$ cat src/rtl/iidl_pkg.sv
// Shared types, constants and tree-sizing functions for the indexed insert/delete list.
package iidl_pkg;

	// Default sizes of the list.
	localparam int IIDL_CAPACITY  = 64;
	localparam int IIDL_ITEM_BITS = 64;
	localparam int POS_BITS       = 16;

	// Operation codes carried in the request.
	typedef enum logic [2:0] {
		OP_PUSH   = 3'd0,
		OP_INSERT = 3'd1,
		OP_DELETE = 3'd2,
		OP_SET    = 3'd3,
		OP_GET    = 3'd4,
		OP_POP    = 3'd5,
		OP_SHIFT  = 3'd6,
		OP_CLEAR  = 3'd7
	} op_t;

	// Result status codes.
	typedef enum logic [1:0] {
		ST_OK    = 2'd0,
		ST_RANGE = 2'd1,
		ST_FULL  = 2'd2,
		ST_NEG   = 2'd3
	} status_t;

	// Command broadcast to every cell of the row.
	typedef struct packed {
		logic                shift_up;
		logic                shift_down;
		logic                write;
		logic                read;
		logic [POS_BITS-1:0] idx;
	} cell_cmd_t;

	// Number of nodes at a level of the radix-8 read tree (level 0 is the leaves).
	function automatic int tree_size(int leaves, int lvl);
		int n;
		n = leaves;
		for (int k = 0; k < lvl; k++) begin
			n = (n + 7) >> 3;
		end
		return n;
	endfunction

	// Number of registered levels above the leaves.
	function automatic int tree_levels(int leaves);
		int n;
		int lv;
		n  = leaves;
		lv = 0;
		while (n > 1) begin
			n  = (n + 7) >> 3;
			lv = lv + 1;
		end
		if (lv == 0) begin
			lv = 1;
		end
		return lv;
	endfunction

	// Offset of a level's first node in the flat node array (levels from 1).
	function automatic int tree_base(int leaves, int lvl);
		int b;
		b = 0;
		for (int m = 1; m < lvl; m++) begin
			b = b + tree_size(leaves, m);
		end
		return b;
	endfunction

endpackage

$ cat src/rtl/iidl_cell.sv
// One storage cell of the list row: holds one entry and trades it with its neighbors.
module iidl_cell
	import iidl_pkg::*;
#(
	parameter int ITEM_BITS = IIDL_ITEM_BITS,
	parameter int IDX       = 0
) (
	input  logic                 clk,
	input  logic                 en,
	input  cell_cmd_t            cmd,
	input  logic [ITEM_BITS-1:0] item,
	input  logic [ITEM_BITS-1:0] left_val,
	input  logic [ITEM_BITS-1:0] right_val,
	output logic [ITEM_BITS-1:0] val,
	output logic [ITEM_BITS-1:0] tap
);
	localparam logic [POS_BITS-1:0] MY_IDX = POS_BITS'(IDX);

	logic [ITEM_BITS-1:0] val_q;
	logic [ITEM_BITS-1:0] tap_q;

	// The read tap captures the old entry; the entry then moves, is written or holds.
	always_ff @(posedge clk) begin
		if (en) begin
			tap_q <= (cmd.read && cmd.idx == MY_IDX) ? val_q : '0;
			if (cmd.shift_up) begin
				if (MY_IDX > cmd.idx) begin
					val_q <= left_val;
				end else if (MY_IDX == cmd.idx) begin
					val_q <= item;
				end
			end else if (cmd.shift_down) begin
				if (MY_IDX >= cmd.idx) begin
					val_q <= right_val;
				end
			end else if (cmd.write && cmd.idx == MY_IDX) begin
				val_q <= item;
			end
		end
	end

	assign val = val_q;
	assign tap = tap_q;
endmodule

$ cat config.mk
export PLATFORM = sky130hd
export DESIGN_NAME = iidl_cell
export DESIGN_NICKNAME = d
export VERILOG_FILES = /design/src/rtl/iidl_pkg.sv /design/src/rtl/iidl_cell.sv
export SDC_FILE = /design/constraint.sdc
export NUM_CORES = 1
export LEC_CHECK = 0
export BUFFER_PORTS_ARGS = -buffer_cell sky130_fd_sc_hd__buf_4
export CAP_MARGIN = 5
export CORE_AREA = 3 3 132 134
export DETAILED_ROUTE_END_ITERATION = 16
export DIE_AREA = 0 0 135 137
export GPL_ROUTABILITY_DRIVEN = 1
export PLACE_DENSITY_LB_ADDON = 0.12
export SYNTH_ARGS = -nofsm -noshare
export SYNTH_HDL_FRONTEND = slang
export SYNTH_SLANG_ARGS = --single-unit
$ cat constraint.sdc
create_clock -name clk -period 4.3 [get_ports clk]
set_clock_uncertainty 0.1 [all_clocks]
set_input_delay 0.215 -clock clk [delete_from_list [all_inputs] [get_ports clk]]
set_output_delay 0.215 -clock clk [all_outputs]
set_load 0.02 [all_outputs]
# After elaboration in Yosys (flattened, before gate mapping)
# Index checks and enable logic that the tools add are counted.
# totals
register_bits,128
input_bits,214
out_inout_bits,128
elab_cells,17
# op_classes
magnitude_cmp,2
eq_ne,2
muxes,6
n_reduce_logical,5
# ops
cell,n
64-bit two-way mux,6
1-bit by 16-bit greater-or-equal comparator with 1-bit output (first input constant),1
1-bit by 16-bit greater-than comparator with 1-bit output (first input constant),1
16-bit logical NOT,1
3-bit by 1-bit inequality test with 1-bit output (second input constant),2
4-bit AND reduction,1
3-bit nonzero test,1
1-bit logical AND,2

# Longest topological paths before layout
# logic_depth
depth_word,5
depth_mapped,5

# Worst setup path before layout
# OpenSTA, ideal clock, no wires.
# synth_path
path_type,input port to flip-flop
from,input cmd[4] (netlist name)
to,register val_q[0] (netlist: val[0]) (enable)
arrival_time_ps,3544
required_time_ps,3726
setup_slack_ps,181
path_stages,4
path_cell_list,or4_4 > buf_6 > buf_6 > nor3_2
# synth_via
elab_chain_cells,4
elab_cells_between_ends,8
# synth_rtl
element,line_no,text
from (decl),iidl_cell.sv:10,"input cell_cmd_t cmd,"
branches (longest 3 deep; another with 1-bit by 16-bit greater-than comparator with 1-bit output),-,
4-bit AND reduction (no source line) (*),-,
to (signal assigned),iidl_cell.sv:28,val_q <= left_val;
to (signal assigned),iidl_cell.sv:30,val_q <= item;
to (signal assigned),iidl_cell.sv:37,val_q <= item;
to (decl),iidl_cell.sv:19,logic [ITEM_BITS-1:0] val_q;
# Mark *: on every way between the ends.
# A chain may end at the register's enable or synchronous reset.

# Worst setup path after layout
# layout_path
from,input cmd[4] (netlist name)
to,register val_q[1] (netlist: val[1]) (enable)
# The elaborated chain is that of the path after synthesis.

==> run_results.csv <==
group,metric,value,unit
clocking,numCtsBuffers,17,
yosys,synth_commonest_cells,"edfxtp_1 (128), mux2_2 (64), nand2_1 (64), nor3_2 (50), nor3_1 (15)",
yosys,synth_cell_types,13,
grt,grt_overflow,0,
place,io_buffer_count,277,
power,peakVddDrop,0.238,mV
critical_path,crit_path_end_kind,"flop",
yosys,synth_compound_area_share,0.134,%
hold_path,min_from,"item[28]",
grt,antenna_found_initial,0,
drt,dr.pass1.iters,7,
yosys,synth_largest_area_cell,"edfxtp_1",
yosys,yosys-top-cells-area,"edfxtp_1 (69%), mux2_2 (13%), nor3_2 (8.9%), nand2_1 (4.3%), nor3_1 (1.3%)",
yosys,synth_area_per_cell,15.7,um^2
sta,fin_crit_sh,57.1,%
grt,grt_pass1_wl,23.6,mm
final_layout,fillers,1367,
critical_path,critPathTopFamily,"simple AND/OR/NAND/NOR gates",
yosys,netlist_area,5600,um^2
yosys,muxShareOfSynthArea,12.9,%
yosys,synth_ff_type,"edfxtp_1",
place,post-place-ws,1.34,ns
die,start_util,34.1,%
yosys,ys_seq_area_share,68.7,%
yosys,synthAdderAreaFrac,0,%
sta,slew_headroom,29.4,%
grt,grt_pass1_vias,4383,
power,power,3.08,mW
final_layout,multi_input_area,1610,um^2
drt,vias_per_cell,4.51,
critical_path,path_cells,"buf_4 -> or4_4 -> nor3_4 -> buf_4",
critical_path,cp_slowest_cell,"or4_4",
drt,route.met3.wl,1.70,mm
clocking,root_buffer,"clkbuf_16",
clocking,cts.htree.levels,4,
sta,final-hold-violation-count,0,
sta,layout_min_cycle_time,2.45,ns
grt,grt_max_degree,66,
power,p_per_area,337,nW/um^2
final_layout,fin_util,55.8,%
yosys,ys_ff_latch,128,
sta,setup_tns,0,ns
status,status,"completed",
drt,routed_wirelength,16.0,mm
hold_path,min_path_type,"primary input to flop",
drt,vias,4210,
yosys,synth_enable_flop_cells,128,
sta,finalSetupViolCount,0,
grt,grtUsageTotal,16.9,%
die,std_cell_rows,47,
die,die-area,18500,um^2
final_layout,seq_area,3840,um^2
yosys,synth.top_cell.area_share,68.7,%
final_layout,area_growth,63.4,%
drt,wl_met2,7.81,mm
yosys,yosys.area_share.simple,15.3,%
power,intPower,2.44,mW
power,power_frac_clock,44.1,%
critical_path,crit_type,"primary input to flop",
clocking,cts_tree,"yes",
critical_path,slowest_delay,0.95,ns
drt,drc,0,
drt,avgRoutedWirePerCell,17.1,um
clocking,clock_sinks,128,
drt,drtIter0Drc,174,
clocking,clk_path_buf_depth,2,
clocking,cts_resized,0,
yosys,syn-num-nets,570,
die,die_y,137,um
sta,layout_setup_ws,1.85,ns
drt,wl_met1,6.32,mm
die,core,16400,um^2
die,die_w,135,um
clocking,clkTransAtPathRegs,0.05,ns
critical_path,path_buf_inv,2,
place,place.gp.congestion,0.734,
sta,rsz0062_at_grt,"false",
critical_path,critPathMaxFanout,65,
sta,max_freq,408,MHz
power,p_seq_share,45.3,%
critical_path,r2r-start,"val[3]$_DFFE_PP_",
power,switchingPower,0.646,mW
clocking,hold_buffers,72,
drt,antenna_left,0,
yosys,synth_top_family_by_area,"simple AND/OR/NAND/NOR gates",
final_layout,layout.nets,915,
sta,max_slew.worst_pin.slew,1.06,ns
critical_path,crit_start,"cmd[4]",
sta,drv_slew,0,
critical_path,crit_top_cell,"buf_4",
clocking,post_cts_buffers,0,
power,sw_frac_of_total,20.9,%
yosys,synth.most_common_cell,"edfxtp_1",
power,combPwrFrac,10.6,%
power,p_leak,3.63,nW
clocking,clkLatencyLatePin,0.41,ns
yosys,synth_async_sr_flop_share,0,%
yosys,yosys_warnings,0,
critical_path,cp_data_required_time,4.30,ns
final_layout,diodes,0,
yosys,syn_inst,356,
flow_run,cap_violations,0,
final_layout,final_layout_size_suffix_gt1_share,59.8,%
place,hpwl,10.7,mm
critical_path,start_kind,"primary input",
drt,highest_layer,"met4",
yosys,synthXorXnorAreaFrac,0,%
critical_path,cp.arrival,2.45,ns
die,ios,342,
==> cell usage in the layout (no fill, tap or decap), types with 2 or more instances in the layout <==
cell type	instances
mux2_2	64
clkbuf_1	2
buf_12	2
nor4_1	3
edfxtp_1	128
nor3_2	49
nor3_1	15
dlygate4sd3_1	72
clkinv_2	6
clkbuf_16	17
clkinvlp_4	2
clkinv_1	2
bufinv_16	2
buf_4	280
nand2_1	64
==> cell type report <==
cell class	count	area share (%)
Clock inverter	13	1.33
Tap cell	220	3.01
Multi-Input combinational cell	200	17.6
Sequential cell	128	42.0
Timing Repair Buffer	354	31.3
Clock buffer	19	4.73
==> logic make-up after synthesis <==
family	count (synthesis)
simple gates	135
flops	128
buf+inv	28
compound gates	1
mux	64
==> sequential cells by signal, summed over array words and instances, names as in the netlist <==
register,count
tap,64
val,64
==> layer usage <==
| layer | up-vias | global-route usage [%] |
|---|---|---|
| met5 | - | 0 |
| met4 | 0 | 5.60 |
| met3 | 12 | 7.50 |
| met2 | 189 | 27.6 |
| met1 | 1990 | 20.1 |
| li1 | 2019 | - |
==> power groups by stage <==
stage                     Combinational, mW  Sequential, mW  Clock [mW]
after floorplan                      0.0856            1.44           0
after CTS                             0.329            1.40        1.39
final                                 0.327            1.40        1.36
after global routing                  0.352            1.40        1.44
after global placement                0.263            1.42           0
after detailed placement              0.266            1.42           0
==> worst paths after layout <==
check / endpoint / slack (ns) / cells after the start
worst max-delay path: val[1]$_DFFE_PP_ / 1.85 / 4
worst min register to register: tap[53]$_SDFFCE_PN0P_ / 0.51 / 2
worst min-delay path: val[28]$_DFFE_PP_ / 0.02 / 2
worst max register to register: tap[3]$_SDFFCE_PN0P_ / 3.32 / 2
==> stage by stage <==
stage | cells | hold WS [ns] | area, um^2
after floorplan | 356 | 0.227 | 5600
after global placement | 830 | 0.418 | 7870
after detailed placement | 830 | 0.421 | 7870
after CTS | 934 | 0.000418 | 9150
after global routing | 934 | 0.00195 | 9150
final | 934 | 0.0176 | 9150
Power figures use the tool's default switching activity.
